===== src/sv/spq_pkg.sv =====
package spq_pkg;

  localparam int unsigned ItemBits = 32;
  localparam int unsigned PrioBits = 16;
  localparam int unsigned OccBits  = 5;

  typedef enum logic [1:0] {
    CMD_ENQ  = 2'd0,
    CMD_DEQ  = 2'd1,
    CMD_PEEK = 2'd2,
    CMD_NOP  = 2'd3
  } cmd_e;

  typedef enum logic [1:0] {
    ST_OK    = 2'd0,
    ST_UNDER = 2'd1,
    ST_OVER  = 2'd2
  } status_e;

  typedef struct packed {
    logic [1:0]                 command;
    logic signed [ItemBits-1:0] item_in;
    logic signed [PrioBits-1:0] priority_in;
  } req_t;

  typedef struct packed {
    logic signed [ItemBits-1:0] item_out;
    logic [1:0]                 status;
    logic                       empty_flag;
    logic [OccBits-1:0]         occupancy;
  } rsp_t;

  // classified request handed from front to back
  typedef struct packed {
    cmd_e                       kind;
    logic signed [ItemBits-1:0] item;
    logic signed [PrioBits-1:0] prio;
  } op_t;

endpackage


===== src/sv/spq_front.sv =====
module spq_front (
  input  logic          clk_i,
  input  logic          rst_ni,
  input  spq_pkg::req_t req_i,
  input  logic          req_valid_i,
  output logic          req_stall_o,
  output spq_pkg::op_t  op_o,
  output logic          op_valid_o,
  input  logic          op_pop_i
);
  import spq_pkg::*;

  op_t        mem_q [2];
  op_t        op_new;
  logic [1:0] cnt_q, cnt_d;
  logic       wr_q, wr_d;
  logic       rd_q, rd_d;
  logic       push;

  always_comb begin
    op_new.item = req_i.item_in;
    op_new.prio = req_i.priority_in;
    case (req_i.command)
      CMD_ENQ:  op_new.kind = CMD_ENQ;
      CMD_DEQ:  op_new.kind = CMD_DEQ;
      CMD_PEEK: op_new.kind = CMD_PEEK;
      default:  op_new.kind = CMD_NOP;
    endcase
  end

  assign req_stall_o = (cnt_q == 2'd2);
  assign push        = req_valid_i && !req_stall_o;
  assign op_valid_o  = (cnt_q != 2'd0);
  assign op_o        = mem_q[rd_q];

  always_comb begin
    wr_d  = push ? ~wr_q : wr_q;
    rd_d  = op_pop_i ? ~rd_q : rd_q;
    cnt_d = cnt_q;
    if (push && !op_pop_i) begin
      cnt_d = cnt_q + 2'd1;
    end else if (!push && op_pop_i) begin
      cnt_d = cnt_q - 2'd1;
    end
  end

  always_ff @(posedge clk_i or negedge rst_ni) begin
    if (!rst_ni) begin
      cnt_q <= 2'd0;
      wr_q  <= 1'b0;
      rd_q  <= 1'b0;
    end else begin
      cnt_q <= cnt_d;
      wr_q  <= wr_d;
      rd_q  <= rd_d;
    end
  end

  always_ff @(posedge clk_i) begin
    if (push) begin
      mem_q[wr_q] <= op_new;
    end
  end

endmodule


===== src/sv/spq_back.sv =====
module spq_back #(
  parameter int unsigned QUEUE_DEPTH = 16
) (
  input  logic          clk_i,
  input  logic          rst_ni,
  input  spq_pkg::op_t  op_i,
  input  logic          op_valid_i,
  output logic          op_pop_o,
  output spq_pkg::rsp_t rsp_o,
  output logic          rsp_valid_o,
  input  logic          rsp_stall_i
);
  import spq_pkg::*;

  localparam int unsigned CntBits = $clog2(QUEUE_DEPTH + 1);

  logic signed [ItemBits-1:0] itm_q  [QUEUE_DEPTH];
  logic signed [PrioBits-1:0] prio_q [QUEUE_DEPTH];
  logic [QUEUE_DEPTH-1:0]     ge;
  logic [CntBits-1:0]         cnt_q, cnt_d;
  logic                       full, empty;
  logic                       do_ins, do_rem;
  logic                       vld_q;
  rsp_t                       rsp_q, rsp_d;

  assign full     = (cnt_q == CntBits'(QUEUE_DEPTH));
  assign empty    = (cnt_q == '0);
  assign op_pop_o = op_valid_i && (!vld_q || !rsp_stall_i);
  assign do_ins   = op_pop_o && (op_i.kind == CMD_ENQ) && !full;
  assign do_rem   = op_pop_o && (op_i.kind == CMD_DEQ) && !empty;

  always_comb begin
    cnt_d              = cnt_q;
    rsp_d.item_out     = '0;
    rsp_d.status       = ST_OK;
    case (op_i.kind)
      CMD_ENQ: begin
        if (full) begin
          rsp_d.status = ST_OVER;
        end else begin
          cnt_d = cnt_q + CntBits'(1);
        end
      end
      CMD_DEQ: begin
        if (empty) begin
          rsp_d.status = ST_UNDER;
        end else begin
          rsp_d.item_out = itm_q[0];
          cnt_d          = cnt_q - CntBits'(1);
        end
      end
      CMD_PEEK: begin
        if (empty) begin
          rsp_d.status   = ST_UNDER;
          rsp_d.item_out = '1;
        end else begin
          rsp_d.item_out = itm_q[0];
        end
      end
      default: ;
    endcase
    rsp_d.empty_flag = (cnt_d == '0);
    rsp_d.occupancy  = OccBits'(cnt_d);
  end

  for (genvar i = 0; i < QUEUE_DEPTH; i++) begin : g_cell
    logic take_new;

    // entries at or above the new priority stay ahead of it
    assign ge[i] = (CntBits'(i) < cnt_q) && (prio_q[i] >= op_i.prio);

    if (i == 0) begin : g_head
      assign take_new = 1'b1;
    end else begin : g_body
      assign take_new = ge[i-1];
    end

    always_ff @(posedge clk_i) begin
      if (do_ins && !ge[i]) begin
        if (take_new) begin
          itm_q[i]  <= op_i.item;
          prio_q[i] <= op_i.prio;
        end else begin
          itm_q[i]  <= itm_q[(i > 0) ? i-1 : 0];
          prio_q[i] <= prio_q[(i > 0) ? i-1 : 0];
        end
      end else if (do_rem && (i < QUEUE_DEPTH - 1)) begin
        itm_q[i]  <= itm_q[(i < QUEUE_DEPTH - 1) ? i+1 : i];
        prio_q[i] <= prio_q[(i < QUEUE_DEPTH - 1) ? i+1 : i];
      end
    end
  end

  always_ff @(posedge clk_i or negedge rst_ni) begin
    if (!rst_ni) begin
      cnt_q <= '0;
      vld_q <= 1'b0;
    end else begin
      if (op_pop_o) begin
        cnt_q <= cnt_d;
        vld_q <= 1'b1;
      end else if (!rsp_stall_i) begin
        vld_q <= 1'b0;
      end
    end
  end

  always_ff @(posedge clk_i) begin
    if (op_pop_o) begin
      rsp_q <= rsp_d;
    end
  end

  assign rsp_o       = rsp_q;
  assign rsp_valid_o = vld_q;

endmodule


===== src/sv/sorted_priority_queue.sv =====
// Path: an accepted request is written into the front queue, then the cell update
// and the output register take it from there.
// Throughput: one request per cycle while no stall holds it; an insert or removal
// updates every shift-register cell in parallel, with the output register after it.
// Reset: asynchronous, active low; occupancy cleared to empty, queues and output
// register emptied. Cell contents are not cleared.
module sorted_priority_queue #(
  parameter int unsigned QUEUE_DEPTH = 16
) (
  input  logic          clk_i,
  input  logic          rst_ni,
  input  spq_pkg::req_t req_i,
  input  logic          req_valid_i,
  output logic          req_stall_o,
  output spq_pkg::rsp_t rsp_o,
  output logic          rsp_valid_o,
  input  logic          rsp_stall_i
);
  import spq_pkg::*;

  op_t  op;
  logic op_valid;
  logic op_pop;

  spq_front u_front (
    .clk_i       (clk_i),
    .rst_ni      (rst_ni),
    .req_i       (req_i),
    .req_valid_i (req_valid_i),
    .req_stall_o (req_stall_o),
    .op_o        (op),
    .op_valid_o  (op_valid),
    .op_pop_i    (op_pop)
  );

  spq_back #(
    .QUEUE_DEPTH (QUEUE_DEPTH)
  ) u_back (
    .clk_i       (clk_i),
    .rst_ni      (rst_ni),
    .op_i        (op),
    .op_valid_i  (op_valid),
    .op_pop_o    (op_pop),
    .rsp_o       (rsp_o),
    .rsp_valid_o (rsp_valid_o),
    .rsp_stall_i (rsp_stall_i)
  );

endmodule


===== config.mk =====
export PLATFORM = sky130hd
export DESIGN_NAME = sorted_priority_queue
export DESIGN_NICKNAME = d
export VERILOG_FILES = /design/src/sv/spq_pkg.sv /design/src/sv/spq_front.sv /design/src/sv/spq_back.sv /design/src/sv/sorted_priority_queue.sv
export SDC_FILE = /design/constraint.sdc
export NUM_CORES = 2
export LEC_CHECK = 0
export ABC_AREA = 1
export BUFFER_PORTS_ARGS = -buffer_cell sky130_fd_sc_hd__clkbuf_2
export CORE_MARGIN = 10
export CORE_UTILIZATION = 55
export CTS_BUF_LIST = sky130_fd_sc_hd__clkbuf_16
export DETAILED_ROUTE_END_ITERATION = 8
export PLACE_DENSITY = 0.71
export SETUP_SLACK_MARGIN = 0.05
export SLEW_MARGIN = 40
export SYNTH_ARGS = -nofsm -noshare
export SYNTH_HDL_FRONTEND = slang
export SYNTH_SLANG_ARGS = --single-unit

===== constraint.sdc =====
create_clock -name clk_i -period 14.12 [get_ports clk_i]
set_input_delay 2.118 -clock clk_i [delete_from_list [all_inputs] [get_ports clk_i]]
set_output_delay 2.118 -clock clk_i [all_outputs]
set_load 0.05 [all_outputs]

==> results_dict.tcl <==
set metrics [dict create \
    status "completed" \
    post-cts-setup-buffer-count 0 \
    yosys-top-cells-area "sky130_fd_sc_hd__edfxtp_1 48%, sky130_fd_sc_hd__nand2_1 16%, sky130_fd_sc_hd__nand3_1 8.2%, sky130_fd_sc_hd__nand4_1 6.9%, sky130_fd_sc_hd__ha_1 5.8%" \
    path_delay_family "buffers and inverters" \
    clock_tree.root_cell "sky130_fd_sc_hd__clkbuf_16" \
    bufs_and_invs_on_worst_path 7 \
    rows 117 \
    final.period_utilization_pct 45.1 \
    synth_fp_nets 7320 \
    cts_buffers 101 \
    htree_levels 3 \
    cts_num_sinks 918 \
    drt_wl_total_mm 174 \
    max_slew_margin_pct 38.2 \
    setup_total_negative_slack_ns 0 \
    timing.setup.critical_path_class "reg2reg" \
    avgRoutedWirePerCell_um 21.1 \
    ant_nets 0 \
    worstSkewPairLatency_ns 0.71 \
    first_pass_iters 8 \
    final_layout_size_suffix_gt1_share_pct 7.32 \
    critPathMaxStageDelay_ns 0.71 \
    start_kind "flip-flop" \
    ctsLongestPathBuffers 3 \
    via_count_of_the_first_global_routing_pass 46200 \
    crit_arrival_ns 6.80 \
    worst_pin_slew_ns 0.927 \
    cp_max_fo 51 \
    synth.yosys.warnings 0 \
    fp.coreArea_sq_um 102000 \
    port_buffers 95 \
    area_growth_pct 7.92 \
    final_hold_viol_count 0 \
    crit_required_ns 14.55 \
    hpwl_after_detailed_placement_mm 115 \
    report.final.setup_viol 0 \
    io-pin-count 96 \
    nNetsFinal 7119 \
    rsz0062_at_grt "false" \
    synth_sequential_area_ratio_pct 48.6 \
    fillers 9064 \
    timing.final.ws_setup_ns 7.75 \
    synth.ff_latch_count 918 \
    ff2ff_setup_slack_ns 7.75 \
    die-height_um 341 \
    tritoncts "built" \
    synth_cells 7002 \
    path_cells "buf_4 > inv_1 > buf_4 > or2_2 > o21ai_4 > buf_4 > ha_1 > nand2_1 > nor2_1 > nand2_1 > nor2_1 > nand2_1 > nand4_1 > nand3_1 > nand2_2 > buf_4 > nand2_1 > nand2_2 > buf_4 > clkinv_2 > nand2_1 > nand3_1" \
    fin_cells 8256 \
    num_vias 49100 \
    remaining_drc_errors 0 \
    hold_path.class "reg2reg" \
    final_standard_cell_utilization_of_the_core_pct 59.9 \
    finalMaxSlewViolations 0 \
    max-cap-violations 0 \
    pre_cts_setup_slack_ns 7.84 \
    synthDominantCellAreaShare_pct 48.1 \
    synthDominantAreaCellType "sky130_fd_sc_hd__edfxtp_1" \
    syn_avg_cell_area_sq_um 8.09 \
    dieWidth_um 341 \
    netlist-cell-type-count 33 \
    dieArea_sq_um 116000 \
    cts.repair.resized 0 \
    initial_utilization_pct 55.5 \
    grt_pass1_wl_mm 269 \
    first_iter_violations 7289 \
    cts_hold_buffers 0 \
    grt-ovfl-total 0 \
    clock-skew-final_ns 0.0344 \
    routabilityCongestion 0.920 \
    final_cell_mix "2447 x sky130_fd_sc_hd__nand2_1, 924 x sky130_fd_sc_hd__nand3_1, 908 x sky130_fd_sc_hd__edfxtp_1" \
    crit_path_end_kind "flip-flop" \
    fin_crit_ns 6.37 \
    cts.reportedPaths.clkPinSlew_ns 0.06 \
    critical-path-slowest-cell "sky130_fd_sc_hd__clkinv_2" \
    clock.fmax_mhz 157 \
    leading_cell_type_in_the_layout_fill_and_taps_excluded "sky130_fd_sc_hd__nand2_1" \
    routed_via_density 5.95 \
    grt_start_max_net_pins 160 \
    placed_cells_incl_taps 8066 \
    grt_util_all_layers_pct 28.8 \
    grt_antenna_before_repair 0 \
    synthesis.area_sq_um 56700 \
]
## registers in the layout, indices dropped and copies added (netlist names)
name	count
u_back.itm_q	512
u_back.rsp_o	40
u_back.prio_q	256
u_back.cnt_q	5
u_back.rsp_valid_o	1
u_front.mem_q	100
u_front.cnt_q	2
u_front.rd_q	1
u_front.wr_q	1
## cell type report
cell class / count / area (sq um) / share of cell area [%]
sequential: 918 / 27500 / 45.0
multi-input combinational: 4709 / 23800 / 38.9
inverter: 861 / 3250 / 5.32
clock buffer: 104 / 2600 / 4.25
tap: 1368 / 1710 / 2.80
timing repair buffer: 210 / 1380 / 2.26
clock inverter: 84 / 902 / 1.47
antenna: 2 / 5.00 / 0.00818
## per-layer routing
metal / share of wire (%) / global-route usage (%) / up-vias
met1: 41 / 40.7 / 22800
met3: 13 / 6.74 / 352
met4: 2.9 / 9.52 / 0
li1: - / - / 23100
met5: 0 / 0 / -
met2: 43 / 43.3 / 2926
## per-stage QoR
stage          hold WS [ns]  cell area [sq um]
6_report              0.501              61200
5_1_grt               0.536              61200
4_1_cts               0.512              61100
3_5_place_dp          0.501              57600
3_3_place_gp          0.497              57500
2_1_floorplan         0.487              56700
## cells in the mapped netlist
library cell and count:
sky130_fd_sc_hd__o21ai_1 14, sky130_fd_sc_hd__buf_6 6, sky130_fd_sc_hd__a21oi_1 127, sky130_fd_sc_hd__nand2_1 2472, sky130_fd_sc_hd__nor4_1 1, sky130_fd_sc_hd__dfrtp_1 10
sky130_fd_sc_hd__nor3_1 2, sky130_fd_sc_hd__o22ai_1 1, sky130_fd_sc_hd__o21ai_0 112, sky130_fd_sc_hd__nand3_1 932, sky130_fd_sc_hd__or2_2 50, sky130_fd_sc_hd__o21bai_1 11
sky130_fd_sc_hd__nand3b_1 2, sky130_fd_sc_hd__buf_4 96, sky130_fd_sc_hd__buf_1 33, sky130_fd_sc_hd__nor2_4 3, sky130_fd_sc_hd__buf_2 206, sky130_fd_sc_hd__nor2_2 2
sky130_fd_sc_hd__inv_2 17, sky130_fd_sc_hd__xnor2_1 2, sky130_fd_sc_hd__ha_1 264, sky130_fd_sc_hd__inv_1 844, sky130_fd_sc_hd__edfxtp_1 908, sky130_fd_sc_hd__a221oi_1 1
sky130_fd_sc_hd__nand2_2 16, sky130_fd_sc_hd__o21a_1 1, sky130_fd_sc_hd__nor2_1 67, sky130_fd_sc_hd__nand4_1 621, sky130_fd_sc_hd__a21boi_0 2, sky130_fd_sc_hd__nand3_2 3
sky130_fd_sc_hd__a32oi_1 1, sky130_fd_sc_hd__clkbuf_1 173, sky130_fd_sc_hd__xor2_1 2
## worst min-delay path, cell delays in order, from the launching register on
cell	delay [ns]
sky130_fd_sc_hd__edfxtp_1	0.32
sky130_fd_sc_hd__nand2_1	0.05
sky130_fd_sc_hd__nand2_1	0.05
## worst paths after layout
| kind | startpoint | to | cells after the start |
|---|---|---|---|
| min in group asynchronous | rst_ni | u_back.cnt_q[4] | 1 |
| worst max-delay path | u_front.rd_q | u_back.prio_q[12][11] | 22 |
| worst min register to register | u_back.itm_q[3][107] | u_back.itm_q[3][75] | 2 |
| worst max register to register | u_front.rd_q | u_back.prio_q[12][11] | 22 |
| max in group asynchronous | rst_ni | u_front.rd_q | 1 |
| worst min-delay path | u_back.itm_q[3][107] | u_back.itm_q[3][75] | 2 |
## logic make-up after synthesis
family / Yosys count / synth area share (%)
AOI/OAI and AO/OA: 270 / 2.46
xor gates and xnor gates: 4 / 0.0618
adders and majority gates: 264 / 5.83
buffers and inverters: 1375 / 10.3
DFF: 918 / 48.6
and+or+nand+nor: 4171 / 32.8
Power is not shown: default switching activity piles up to over one toggle a cycle in this logic, so the estimate is an artifact.
